`src/rtl/lz77_triple_encoder_core_assert.svh`:
```
// ---------------------------------------------------------------------------
// LZ77 triple encoder assertion macros
// Shared concurrent assertion forms, clocked on clk and disabled in reset.
// ---------------------------------------------------------------------------
`ifndef LZ77_TRIPLE_ENCODER_CORE_ASSERT_SVH
`define LZ77_TRIPLE_ENCODER_CORE_ASSERT_SVH

`define LZ77TE_ASSERT_ALWAYS(name, cond, msg) \
    name: assert property (@(posedge clk) disable iff (!rst_n) (cond)) \
        else $error(msg);

`define LZ77TE_ASSERT_IMPLY(name, ante, cons, msg) \
    name: assert property (@(posedge clk) disable iff (!rst_n) (ante) |-> (cons)) \
        else $error(msg);

`define LZ77TE_ASSERT_NEXT(name, ante, cons, msg) \
    name: assert property (@(posedge clk) disable iff (!rst_n) (ante) |=> (cons)) \
        else $error(msg);

`endif

```
`src/rtl/lz77te_pkg.sv`:
```
// ---------------------------------------------------------------------------
// LZ77 triple encoder package
// Types and fixed constants shared by the history cells, the search unit
// and the top level.
// ---------------------------------------------------------------------------
package lz77te_pkg;

    localparam int BYTE_W   = 8;
    localparam int GRP_SIZE = 16;
    localparam int GRP_W    = 4;
    localparam int TDATA_W  = 24;

    typedef enum logic [1:0] {
        ST_IDLE,
        ST_GROUP,
        ST_SCAN
    } state_t;

    typedef struct packed {
        logic shift;
        logic start;
        logic extend;
        logic flush;
        logic clear;
    } cell_ctl_t;

    typedef struct packed {
        logic start;
        logic run;
    } srch_ctl_t;

    typedef struct packed {
        logic done;
        logic found;
    } srch_stat_t;

    typedef struct packed {
        logic              fin;
        logic [BYTE_W-1:0] lit;
        logic [BYTE_W-1:0] len;
        logic [BYTE_W-1:0] off;
    } triple_t;

endpackage

```
`src/rtl/lz77_triple_encoder_core.sv`:
```
// ---------------------------------------------------------------------------
// LZ77 triple encoder core
// Greedy longest-match LZ77 parser over a sliding byte history that emits
// (offset, length, next literal) triples.
// ---------------------------------------------------------------------------
// A byte that extends an open match or yields a plain literal triple is
// taken in ST_IDLE. A byte that closes a match passes through ST_GROUP and
// ST_SCAN, and its triple is pushed once the output queue has room: the
// group priority register and the block scan of the search unit, over NB =
// ceil(WINDOW_SIZE / 256) blocks, pick the oldest live distance. All window
// distances are compared in parallel by a row of history cells. Results wait
// in a two-entry output queue, so the next byte is taken while one triple is
// still pending, and input is held off while both entries are full. Offset
// and length are carried in 8 bits each on the output.
// ---------------------------------------------------------------------------
`include "lz77_triple_encoder_core_assert.svh"

module lz77_triple_encoder_core
    import lz77te_pkg::*;
#(
    parameter int WINDOW_SIZE = 255,
    parameter int MAX_MATCH   = 255
)
(
    input  logic               clk,
    input  logic               rst_n,
    input  logic               s_tvalid,
    output logic               s_tready,
    input  logic [BYTE_W-1:0]  s_tdata,   // [7:0] data_byte
    input  logic               s_tlast,   // last_byte
    output logic               m_tvalid,
    input  logic               m_tready,
    output logic [TDATA_W-1:0] m_tdata,   // [7:0] match_offset, [15:8] match_length,
                                          // [23:16] next_literal
    output logic               m_tlast    // final_triple
);

    localparam int OFF_W = $clog2(WINDOW_SIZE + 1);
    localparam int LEN_W = $clog2(MAX_MATCH + 1);

    cell_ctl_t               cell_ctl;
    srch_ctl_t               srch_ctl;
    srch_stat_t              stat;
    logic [OFF_W-1:0]        srch_offset;
    logic [BYTE_W-1:0]       hist_bytes [WINDOW_SIZE];
    logic [WINDOW_SIZE-1:0]  hist_valid;
    logic [WINDOW_SIZE-1:0]  alive_vec;
    logic [WINDOW_SIZE-1:0]  hit_vec;
    logic [WINDOW_SIZE-1:0]  ahit_vec;

    state_t                  state_reg;
    state_t                  state_next;
    logic [LEN_W-1:0]        len_reg;
    logic [LEN_W-1:0]        len_next;
    logic [LEN_W-1:0]        pend_len_reg;
    logic [LEN_W-1:0]        pend_len_next;
    logic [BYTE_W-1:0]       pend_lit_reg;
    logic [BYTE_W-1:0]       pend_lit_next;
    logic                    pend_fin_reg;
    logic                    pend_fin_next;

    triple_t                 q_mem_reg [2];
    logic                    wr_ptr_reg;
    logic                    rd_ptr_reg;
    logic [1:0]              q_cnt_reg;
    logic [1:0]              q_cnt_next;
    triple_t                 q_head;
    triple_t                 push_data;
    logic                    push;
    logic                    pop;

    logic                    s_acc;
    logic                    any_start;
    logic                    any_cont;
    logic                    len_zero;
    logic                    len_cap;
    logic [LEN_W-1:0]        len_inc;
    logic [OFF_W+BYTE_W-1:0] off_ext;
    logic [LEN_W+BYTE_W-1:0] len_ext;

    for (genvar i = 0; i < WINDOW_SIZE; i++)
    begin : g_cell
        if (i == 0)
        begin : g_head
            lz77te_cell u_cell (
                .clk        (clk),
                .rst_n      (rst_n),
                .ctl        (cell_ctl),
                .data_byte  (s_tdata),
                .prev_byte  (s_tdata),
                .prev_valid (1'b1),
                .hist_byte  (hist_bytes[i]),
                .hist_valid (hist_valid[i]),
                .alive      (alive_vec[i]),
                .hit        (hit_vec[i]),
                .alive_hit  (ahit_vec[i])
            );
        end
        else
        begin : g_body
            lz77te_cell u_cell (
                .clk        (clk),
                .rst_n      (rst_n),
                .ctl        (cell_ctl),
                .data_byte  (s_tdata),
                .prev_byte  (hist_bytes[i-1]),
                .prev_valid (hist_valid[i-1]),
                .hist_byte  (hist_bytes[i]),
                .hist_valid (hist_valid[i]),
                .alive      (alive_vec[i]),
                .hit        (hit_vec[i]),
                .alive_hit  (ahit_vec[i])
            );
        end
    end

    lz77te_search #(
        .WINDOW_SIZE (WINDOW_SIZE)
    ) u_search (
        .clk       (clk),
        .rst_n     (rst_n),
        .ctl       (srch_ctl),
        .alive_vec (alive_vec),
        .stat      (stat),
        .offset    (srch_offset)
    );

    assign s_tready  = (state_reg == ST_IDLE) && (q_cnt_reg != 2'd2);
    assign s_acc     = s_tvalid && s_tready;
    assign any_start = |hit_vec;
    assign any_cont  = |ahit_vec;
    assign len_zero  = (len_reg == '0);
    assign len_cap   = (len_reg == LEN_W'(MAX_MATCH));
    assign len_inc   = len_reg + LEN_W'(1);
    assign off_ext   = {{BYTE_W{1'b0}}, srch_offset};
    assign len_ext   = {{BYTE_W{1'b0}}, pend_len_reg};

    always_comb
    begin
        state_next    = state_reg;
        len_next      = len_reg;
        pend_len_next = pend_len_reg;
        pend_lit_next = pend_lit_reg;
        pend_fin_next = pend_fin_reg;
        cell_ctl      = '0;
        srch_ctl      = '0;
        push          = 1'b0;
        push_data     = '0;

        unique case (state_reg)
            ST_IDLE:
            begin
                cell_ctl.shift = s_acc;
                cell_ctl.flush = s_acc && s_tlast;
                if (s_acc)
                begin
                    priority if (len_zero)
                    begin
                        cell_ctl.start = 1'b1;
                        if (!any_start)
                        begin
                            push          = 1'b1;
                            push_data.fin = s_tlast;
                            push_data.lit = s_tdata;
                        end
                        else
                        begin
                            len_next = LEN_W'(1);
                            if (s_tlast)
                            begin
                                pend_len_next = LEN_W'(1);
                                pend_lit_next = '0;
                                pend_fin_next = 1'b1;
                                state_next    = ST_GROUP;
                            end
                        end
                    end
                    else if (len_cap || !any_cont)
                    begin
                        pend_len_next = len_reg;
                        pend_lit_next = s_tdata;
                        pend_fin_next = s_tlast;
                        len_next      = '0;
                        state_next    = ST_GROUP;
                    end
                    else
                    begin
                        cell_ctl.extend = 1'b1;
                        len_next        = len_inc;
                        if (s_tlast)
                        begin
                            pend_len_next = len_inc;
                            pend_lit_next = '0;
                            pend_fin_next = 1'b1;
                            state_next    = ST_GROUP;
                        end
                    end
                    if (s_tlast)
                    begin
                        len_next = '0;
                    end
                end
            end
            ST_GROUP:
            begin
                srch_ctl.start = 1'b1;
                state_next     = ST_SCAN;
            end
            ST_SCAN:
            begin
                srch_ctl.run = 1'b1;
                if (stat.done && (q_cnt_reg != 2'd2))
                begin
                    push           = 1'b1;
                    push_data.off  = off_ext[BYTE_W-1:0];
                    push_data.len  = len_ext[BYTE_W-1:0];
                    push_data.lit  = pend_lit_reg;
                    push_data.fin  = pend_fin_reg;
                    cell_ctl.clear = 1'b1;
                    state_next     = ST_IDLE;
                end
            end
            default:
            begin
                state_next = ST_IDLE;
            end
        endcase
    end

    assign q_head   = q_mem_reg[rd_ptr_reg];
    assign m_tvalid = (q_cnt_reg != 2'd0);
    assign m_tdata  = {q_head.lit, q_head.len, q_head.off};
    assign m_tlast  = q_head.fin;
    assign pop      = m_tvalid && m_tready;

    always_comb
    begin
        q_cnt_next = q_cnt_reg;
        if (push && !pop)
        begin
            q_cnt_next = q_cnt_reg + 2'd1;
        end
        else if (pop && !push)
        begin
            q_cnt_next = q_cnt_reg - 2'd1;
        end
    end

    always_ff @(posedge clk or negedge rst_n)
    begin
        if (!rst_n)
        begin
            state_reg  <= ST_IDLE;
            len_reg    <= '0;
            wr_ptr_reg <= 1'b0;
            rd_ptr_reg <= 1'b0;
            q_cnt_reg  <= 2'd0;
        end
        else
        begin
            state_reg <= state_next;
            len_reg   <= len_next;
            q_cnt_reg <= q_cnt_next;
            if (push)
            begin
                wr_ptr_reg <= !wr_ptr_reg;
            end
            if (pop)
            begin
                rd_ptr_reg <= !rd_ptr_reg;
            end
        end
    end

    always_ff @(posedge clk)
    begin
        pend_len_reg <= pend_len_next;
        pend_lit_reg <= pend_lit_next;
        pend_fin_reg <= pend_fin_next;
        if (push)
        begin
            q_mem_reg[wr_ptr_reg] <= push_data;
        end
    end

    `LZ77TE_ASSERT_NEXT(a_last_ends_token, s_acc && s_tlast, len_reg == '0,
        "Match length not cleared after the final byte.")
    `LZ77TE_ASSERT_IMPLY(a_scan_finds, (state_reg == ST_SCAN) && stat.done, stat.found,
        "Search finished without a live candidate.")
    `LZ77TE_ASSERT_IMPLY(a_open_token_live, (state_reg == ST_IDLE) && !len_zero, |alive_vec,
        "Open match has no live candidate.")
    `LZ77TE_ASSERT_ALWAYS(a_len_bound, len_reg <= LEN_W'(MAX_MATCH),
        "Match length exceeds the cap.")

endmodule

```
`src/rtl/lz77te_cell.sv`:
```
// ---------------------------------------------------------------------------
// LZ77 history cell
// Holds one history byte with its valid flag and the live flag of the match
// candidate at this distance, and passes its byte on to the next cell.
// ---------------------------------------------------------------------------
module lz77te_cell
    import lz77te_pkg::*;
(
    input  logic              clk,
    input  logic              rst_n,
    input  cell_ctl_t         ctl,
    input  logic [BYTE_W-1:0] data_byte,
    input  logic [BYTE_W-1:0] prev_byte,
    input  logic              prev_valid,
    output logic [BYTE_W-1:0] hist_byte,
    output logic              hist_valid,
    output logic              alive,
    output logic              hit,
    output logic              alive_hit
);

    logic [BYTE_W-1:0] hist_reg;
    logic [BYTE_W-1:0] hist_next;
    logic              valid_reg;
    logic              valid_next;
    logic              alive_reg;
    logic              alive_next;

    always_comb
    begin
        hit       = valid_reg && (hist_reg == data_byte);
        alive_hit = alive_reg && hit;

        hist_next  = hist_reg;
        valid_next = valid_reg;
        if (ctl.shift)
        begin
            hist_next  = prev_byte;
            valid_next = ctl.flush ? 1'b0 : prev_valid;
        end

        priority if (ctl.clear)
        begin
            alive_next = 1'b0;
        end
        else if (ctl.start)
        begin
            alive_next = hit;
        end
        else if (ctl.extend)
        begin
            alive_next = alive_hit;
        end
        else
        begin
            alive_next = alive_reg;
        end
    end

    always_ff @(posedge clk or negedge rst_n)
    begin
        if (!rst_n)
        begin
            valid_reg <= 1'b0;
            alive_reg <= 1'b0;
        end
        else
        begin
            valid_reg <= valid_next;
            alive_reg <= alive_next;
        end
    end

    always_ff @(posedge clk)
    begin
        hist_reg <= hist_next;
    end

    assign hist_byte  = hist_reg;
    assign hist_valid = valid_reg;
    assign alive      = alive_reg;

endmodule

```
`src/rtl/lz77te_search.sv`:
```
// ---------------------------------------------------------------------------
// LZ77 oldest candidate search
// Registers the highest live distance of every group of sixteen cells, then
// scans blocks of sixteen groups from the top down, one block per cycle.
// ---------------------------------------------------------------------------
module lz77te_search
    import lz77te_pkg::*;
#(
    parameter int WINDOW_SIZE = 255,
    localparam int OFF_W = $clog2(WINDOW_SIZE + 1)
)
(
    input  logic                   clk,
    input  logic                   rst_n,
    input  srch_ctl_t              ctl,
    input  logic [WINDOW_SIZE-1:0] alive_vec,
    output srch_stat_t             stat,
    output logic [OFF_W-1:0]       offset
);

    localparam int NG    = (WINDOW_SIZE + GRP_SIZE - 1) / GRP_SIZE;
    localparam int NB    = (NG + GRP_SIZE - 1) / GRP_SIZE;
    localparam int BLK_W = (NB > 1) ? $clog2(NB) : 1;
    localparam int NGP   = (1 << BLK_W) * GRP_SIZE;
    localparam int POS_W = BLK_W + 2 * GRP_W + 1;

    logic [NG*GRP_SIZE-1:0] alive_pad;
    logic                   grp_any_next [NGP];
    logic [GRP_W-1:0]       grp_idx_next [NGP];
    logic                   grp_any_reg  [NGP];
    logic [GRP_W-1:0]       grp_idx_reg  [NGP];
    logic [BLK_W-1:0]       blk_reg;
    logic [BLK_W-1:0]       blk_next;
    logic                   found;
    logic [GRP_W-1:0]       jsel;
    logic [GRP_W-1:0]       isel;
    logic [POS_W-1:0]       pos;

    assign alive_pad = (NG * GRP_SIZE)'(alive_vec);

    always_comb
    begin
        for (int g = 0; g < NGP; g++)
        begin
            grp_any_next[g] = 1'b0;
            grp_idx_next[g] = '0;
        end
        for (int g = 0; g < NG; g++)
        begin
            for (int k = 0; k < GRP_SIZE; k++)
            begin
                if (alive_pad[g*GRP_SIZE+k])
                begin
                    grp_any_next[g] = 1'b1;
                    grp_idx_next[g] = GRP_W'(k);
                end
            end
        end
    end

    always_ff @(posedge clk)
    begin
        for (int g = 0; g < NGP; g++)
        begin
            grp_any_reg[g] <= grp_any_next[g];
            grp_idx_reg[g] <= grp_idx_next[g];
        end
    end

    always_comb
    begin
        found = 1'b0;
        jsel  = '0;
        isel  = '0;
        for (int j = 0; j < GRP_SIZE; j++)
        begin
            if (grp_any_reg[{blk_reg, GRP_W'(j)}])
            begin
                found = 1'b1;
                jsel  = GRP_W'(j);
                isel  = grp_idx_reg[{blk_reg, GRP_W'(j)}];
            end
        end
        pos         = {1'b0, blk_reg, jsel, isel} + POS_W'(1);
        offset      = pos[OFF_W-1:0];
        stat.found  = found;
        stat.done   = found || (blk_reg == '0);

        blk_next = blk_reg;
        priority if (ctl.start)
        begin
            blk_next = BLK_W'(NB - 1);
        end
        else if (ctl.run && !stat.done)
        begin
            blk_next = blk_reg - BLK_W'(1);
        end
    end

    always_ff @(posedge clk or negedge rst_n)
    begin
        if (!rst_n)
        begin
            blk_reg <= '0;
        end
        else
        begin
            blk_reg <= blk_next;
        end
    end

endmodule
```
`config.mk`:
```
export PLATFORM = sky130hd
export DESIGN_NAME = lz77_triple_encoder_core
export DESIGN_NICKNAME = d
export VERILOG_FILES = /design/src/rtl/lz77te_pkg.sv /design/src/rtl/lz77_triple_encoder_core.sv /design/src/rtl/lz77te_cell.sv /design/src/rtl/lz77te_search.sv
export VERILOG_INCLUDE_DIRS = /design/src /design/src/rtl
export SDC_FILE = /design/constraint.sdc
export NUM_CORES = 2
export LEC_CHECK = 0
export BUFFER_PORTS_ARGS = -buffer_cell sky130_fd_sc_hd__buf_4
export CAP_MARGIN = 25
export CORE_UTILIZATION = 57
export DETAILED_ROUTE_END_ITERATION = 10
export PLACE_DENSITY = 0.85
export SLEW_MARGIN = 20
export SYNTH_ARGS = -nofsm -noshare
export SYNTH_HDL_FRONTEND = slang
export SYNTH_SLANG_ARGS = --single-unit
```
`constraint.sdc`:
```
create_clock -name clk -period 44.3 [get_ports clk]
set_clock_uncertainty 0.15 [all_clocks]
set_input_delay 0 -clock clk [delete_from_list [all_inputs] [get_ports clk]]
set_output_delay 0 -clock clk [all_outputs]
set_load 0.05 [all_outputs]
```
== Yosys cells after proc, flatten, opt, wreduce, memory -nomap -nowiden ==
Memory sizes are Yosys's and may differ from the RTL's.
Index checks and enable logic that the tools add are counted.

* Input bits: 13
* Flip-flop bits (word level): 2582
* Output and inout bits: 27
* Memories: 3
* Word-level logic and storage cells: 3197
* Memory bits (writable): 210

{| class="wikitable"
|+ Memory list
! name !! words !! bits a word !! rd ports !! clocked after Yosys merged registers in !! wr ports !! line !! source
|-
| u_search.grp_idx_reg || 32 || 4 || 16 || 0 || 32 || lz77te_search.sv:31 || <nowiki>logic [GRP_W-1:0] grp_idx_reg [NGP];</nowiki>
|-
| q_mem_reg || 2 || 25 || 1 || 0 || 1 || lz77_triple_encoder_core.sv:62 || <nowiki>triple_t q_mem_reg [2];</nowiki>
|-
| u_search.grp_any_reg || 32 || 1 || 16 || 0 || 32 || lz77te_search.sv:30 || <nowiki>logic grp_any_reg [NGP];</nowiki>
|}

* Bitwise gates (word level): 1
* Mux-type cells: 1610
* Reductions and logical operators: 539
* Add/subtract/negate cells: 5
* Equal/unequal tests: 265

{| class="wikitable"
|+ Operator list
! cell !! number
|-
| 8-bit == test || 255
|-
| 1-bit 2-to-1 mux || 1326
|-
| 4-bit 2-to-1 mux || 170
|-
| 1-bit logical AND || 518
|-
| 255-bit OR reduction || 2
|-
| 3-bit 2-to-1 mux || 56
|-
| 8-bit 2-to-1 mux || 13
|-
| 2-bit 2-to-1 mux || 37
|-
| 9-bit 2-to-1 mux || 3
|-
| 25-bit 2-to-1 mux || 1
|-
| 9-bit case mux with 2 select lines || 1
|-
| 8-bit by 1-bit adder with 8-bit output, second input constant || 2
|-
| 16-bit 2-to-1 mux || 1
|-
| 2-bit != test, second input constant || 5
|-
| 3-bit AND reduction || 3
|-
| 8-bit == test, second input constant || 1
|-
| 8-bit zero test || 1
|-
| 2-bit nonzero test || 4
|-
| 1-bit zero test || 6
|-
| 3-bit != test, second input constant || 2
|-
| 2-bit case mux with 3 select lines || 1
|-
| 5-bit AND reduction || 1
|-
| 3-bit nonzero test || 1
|-
| 2-bit by 1-bit adder with 2-bit output, second input constant || 1
|-
| 8 further kinds || 9
|}

== Logic depth before layout (Yosys ltp) ==
An unclocked memory read counts as a cell.

* Depth after elaboration: 25
* Depth in mapped cells: 18
* Mapped depth without buffers: 13

== By module ==
From an unflattened synthesis, not the netlist that was laid out.

* Cells, all modules: 8793
* Area total of the unflattened synthesis: 118741.4 um^2

{| class="wikitable"
|+ Modules (own cells, without submodules)
! module !! cells an instance !! area each (um^2) !! instances !! sequential area each (um^2)
|-
| lz77te_cell || 30 || 426.7 || 255 || 290.3
|-
| lz77te_search || 691 || 5019.8 || 1 || 1626.6
|-
| lz77_triple_encoder_core || 452 || 4923.5 || 1 || 2362.3
|}

== Worst setup path before layout ==
No wires, ideal clock.

* Kind: register -> register
* Start point: register q_cnt_reg[1]
* End point: register len_reg[1]
* Clock period less this slack: 48.795 ns
* Stages on the path, launching flop included: 7
* Arrival time: 48.451 ns
* Setup time: 0.194 ns
* Required time: 43.956 ns
* Buffers on the path: 0
* Path slack: -4.495 ns
* Cell sequence: dfrtp_1 > nor2b_1 > nor3_1 > nand2_1 > inv_1 > o21ai_1 > a32o_1

* Longest elaborated chain between the ends: 4

{| class="wikitable"
|+ RTL lines
! element !! line !! source
|-
| start, declared || lz77_triple_encoder_core.sv:65 || <nowiki>logic [1:0] q_cnt_reg;</nowiki>
|-
| start signal, assigned || lz77_triple_encoder_core.sv:263 || <nowiki>q_cnt_reg <= q_cnt_next;</nowiki>
|-
| 2-bit != test || lz77_triple_encoder_core.sv:128 || <nowiki>assign s_tready = (state_reg == ST_IDLE) && (q_cnt_reg != 2'd2);</nowiki>
|-
| 1-bit logical AND || lz77_triple_encoder_core.sv:128 ||
|-
| net s_tready || lz77_triple_encoder_core.sv:28 || <nowiki>output logic s_tready,</nowiki>
|-
| 1-bit logical AND || lz77_triple_encoder_core.sv:129 || <nowiki>assign s_acc = s_tvalid && s_tready;</nowiki>
|-
| 3-bit AND reduction (no line) || n/a ||
|-
| end signal, assigned || lz77_triple_encoder_core.sv:262 || <nowiki>len_reg <= len_next;</nowiki>
|-
| end, declared || lz77_triple_encoder_core.sv:53 || <nowiki>logic [LEN_W-1:0] len_reg;</nowiki>
|}

The timed path passes the listed nets, and every way through them passes these cells.
A chain may end at the register's enable or synchronous reset.

== Worst setup path in the final report ==
* Start point: input port s_tdata[0]
* End point: register g_cell[8].g_body.u_cell.alive_reg

* Longest elaborated chain between the ends: 11
* Elaborated cells on any way between the ends: 776
* Classes of those cells: eq/ne (255); mux (7); reduce/logical (514)

{| class="wikitable"
|+ RTL lines
! element !! line !! source
|-
| start, declared || lz77_triple_encoder_core.sv:29 || <nowiki>input logic [BYTE_W-1:0] s_tdata,</nowiki>
|-
| 8-bit == test || lz77te_cell.sv:31 || <nowiki>hit = valid_reg && (hist_reg == data_byte);</nowiki>
|-
| 1-bit logical AND || lz77te_cell.sv:31 ||
|-
| 1-bit logical AND || lz77te_cell.sv:32 || <nowiki>alive_hit = alive_reg && hit;</nowiki>
|-
| 255-bit OR reduction || lz77_triple_encoder_core.sv:131 || <nowiki>assign any_cont = |ahit_vec;</nowiki>
|-
| 1-bit zero test || lz77_triple_encoder_core.sv:178 || <nowiki>else if (len_cap || !any_cont)</nowiki>
|-
| 1-bit logical OR || lz77_triple_encoder_core.sv:178 ||
|-
| 1-bit 2-to-1 mux || lz77_triple_encoder_core.sv:178 ||
|-
| 1-bit 2-to-1 mux || lz77_triple_encoder_core.sv:157 || <nowiki>priority if (len_zero)</nowiki>
|-
| 2-bit 2-to-1 mux || lz77_triple_encoder_core.sv:155 || <nowiki>if (s_acc)</nowiki>
|-
| 4-bit 2-to-1 mux || lz77_triple_encoder_core.sv:150 || <nowiki>unique case (state_reg)</nowiki>
|-
| 3-bit nonzero test (no line) || n/a ||
|-
| end signal, assigned || lz77te_cell.sv:70 || <nowiki>alive_reg <= alive_next;</nowiki>
|-
| end, declared || lz77te_cell.sv:26 || <nowiki>logic alive_reg;</nowiki>
|}

Parallel ways exist; a longest one is shown, timed or not. The select of a mux whose other input is x is not followed.

==> qor.yml <==
status:
  run_status: "complete, no violations"
worst_setup_path:
  crit_fanout: 68
  reg2reg_depth: 9
  worstSetupStartpointType: "primary input"
  end_kind: "register"
  crit_type: "in -> reg"
  required_ns: 45.00
  arrival_ns: 9.22
grt:
  grt_max_degree: 182
  antenna_found_initial: 22
  globalRoute.totalOverflow: 0
  grt_pass1_wl_mm: 495
  grt_pass1_vias: 72300
  grt_use_total: 0.330
yosys:
  syn_inst: 8338
  synth_edf_count: 2107
  synth_ff_type: "edfxtp_1"
  ys_seq_elements: 2712
  synthArstFlopShare: 0.194
  netlist_area_mm2: 0.117
  yosysWarnings: 0
  ys_types: 72
  synth_fp_nets: 8356
  synth_area_per_cell_um2: 14.0
  synth-seq-area-share: 0.669
power_and_ir_drop:
  pwr-share-comb: 0.191
  ir_drop_uv: 47.0
  intPower_mw: 5.14
  netSwitchingFraction: 0.309
  p_switching_mw: 2.30
  clkPwrFrac: 0.318
  seqPwrFrac: 0.492
  powerDensity_mw_per_mm2: 57.6
  p_leak_nw: 38.0
timing:
  finalSetupViolations: 0
  rsz0062_at_grt: "false"
  finalCritPeriodShare: 0.192
  whs_ns: 0.0386
  timing.fmax_ghz: 0.117
  slew_headroom: 0.196
  tightest_slew_ns: 1.20
  hold_viol_final: 0
  min_period_ns: 8.52
  tns_ns: 0
  slew_violations: 0
die:
  die_height_um: 454
  die_x_um: 454
  rows: 165
  design.die.area_mm2: 0.206
  io_pins: 40
  core_area_mm2: 0.203
  start_util: 0.575
final_layout:
  final_cell_mix: "edfxtp_1 (2107), xnor2_1 (2017), nand2_1 (812), dfrtp_1 (525), nand3_1 (311)"
  n_fill_cell: 13700
  final_nets: 8525
  layout-drive-gt1-share: 0.0943
  layout_commonest_cell: "edfxtp_1"
  multiInputGateArea_mm2: 0.0358
  register_area_mm2: 0.0780
  area_growth_pct: 11.0
  largest_reg_flops: 2032
worst_hold_path:
  hold_depth: 2
  min_path_type: "in -> reg"
clock_network:
  cts.sinks: 2712
  clkLatencyLatePin_ns: 0.95
  cts_tree: "yes"
  cts_inserted_buffers: 286
  path_clk_slew_ns: 0.06
  cts_max_level: 5
  root_buffer: "clkbuf_16"
  cts_buffer_depth: 4
route:
  drc_errors: 0
  met2_length_mm: 154
  num_vias: 73700
  routed_wl_mm: 343
  dr.pass1.iters: 9
  highest_layer: "met5"
  wl_met1_mm: 124
  wl_met3_mm: 39.9
  routedWlPerCell_um: 30.0
  ant_nets: 0
  drt_iter0_drc: 10100
  viasPerCell: 6.46
place:
  portBuffers: 39
  gp_congestion: 1.12
  dp_hpwl_mm: 231
flow_run:
  maxCapViolCount: 0
==> cell type report <==
| cell class | instances | share of cell area |
|---|---|---|
| Clock inverter | 106 | 0.00836 |
| Clock buffer | 393 | 0.0616 |
| Antenna cell | 16 | 0.000310 |
| Sequential cell | 2712 | 0.603 |
| Multi-Input combinational cell | 5094 | 0.277 |
| Tap cell | 2672 | 0.0258 |
| Timing Repair Buffer | 309 | 0.0207 |
| Inverter | 104 | 0.00310 |
==> power groups by stage <==
stage | Sequential (mW) | Clock, mW | Combinational [mW]
6_report | 3.66 | 2.37 | 1.42
5_1_grt | 3.68 | 2.47 | 1.51
4_1_cts | 3.64 | 2.38 | 1.38
3_5_place_dp | 3.69 | 0 | 1.36
3_3_place_gp | 3.68 | 0 | 1.32
2_1_floorplan | 4.52 | 0 | 1.06
==> stage by stage <==
stage	util	std cells	cell area (um^2)	total power, mW	worst slack (ns)
6_report	0.638	11400	129000	7.45	35.78
2_1_floorplan	-	8338	117000	5.58	11.83
5_1_grt	0.638	11400	129000	7.66	35.99
4_1_cts	0.637	11400	129000	7.40	36.31
3_5_place_dp	0.591	10900	120000	5.05	36.01
3_3_place_gp	0.590	10800	120000	4.99	36.15
==> metal layers <==
metal,up-vias,track usage
met2,4737,0.498
met3,1076,0.0943
li1,30700,-
met4,24,0.196
met5,-,0.00350
met1,37200,0.427
==> kinds of logic (layout without fill, tap and decap cells) <==
family | count (synthesis) | count (layout) | synth area share
and+or+nand+nor | 2190 | 2190 | 0.0913
buffers and inverters | 532 | 912 | 0.0276
AOI/OAI and AO/OA | 818 | 818 | 0.0545
adders and majority gates | 5 | 5 | 0.000537
muxes | 29 | 29 | 0.00276
xor gates and xnor gates | 2052 | 2052 | 0.154
DFF | 2712 | 2712 | 0.669
other | 0 | 16 | 0
==> cell usage after synthesis (80+ instances only) <==
master	n	area [um^2]
edfxtp_1	2107	63300
xnor2_1	2017	17700
nand2_1	813	3050
dfrtp_1	525	13100
nor3_1	362	1810
nand3_1	311	1560
nand4_1	283	1770
o21ai_0	272	1360
o221a_1	250	2820
nor4_1	180	1130
buf_4	170	1280
clkbuf_1	165	619
nor2_1	118	443
inv_1	104	390
dfxtp_1	80	1600
==> worst paths after layout <==
| kind | startpoint | end | slack, ns |
|---|---|---|---|
| hold / removal | s_tdata[1] | g_cell[0].g_head.u_cell.hist_byte[1] | 0.04 |
| setup reg to reg | q_cnt_reg[1] | g_cell[5].g_body.u_cell.hist_byte[6] | 36.62 |
| min in group asynchronous | rst_n | g_cell[176].g_body.u_cell.hist_valid | 0.18 |
| setup / recovery | s_tdata[0] | g_cell[8].g_body.u_cell.alive | 35.78 |
| max in group asynchronous | rst_n | g_cell[15].g_body.u_cell.hist_valid | 40.73 |
| hold reg to reg | g_cell[157].g_body.u_cell.hist_byte[2] | g_cell[158].g_body.u_cell.hist_byte[2] | 0.28 |
==> what timing repair did <==
item                                   CTS  global route
hold buffers                            17             0
endpoints found under the hold margin  447             0
buffers inserted                         0             0
resized for setup                        0             0
==> worst max-delay path: stages <==
cell and delay (ns):
dlygate4sd3_1 0.56, buf_8 0.41, buf_4 0.69, buf_4 0.67, buf_4 0.74, xnor2_1 0.19, nand4_1 0.13, nor3_1 0.15
a222oi_1 0.60, nand3_1 0.22, or4_1 0.59, nor4_2 0.53, a21boi_2 0.20, buf_4 0.28, o21ai_4 0.83, buf_4 0.82
buf_4 0.76, o221a_1 0.32
No activity file was read; power rests on OpenSTA's default activity.
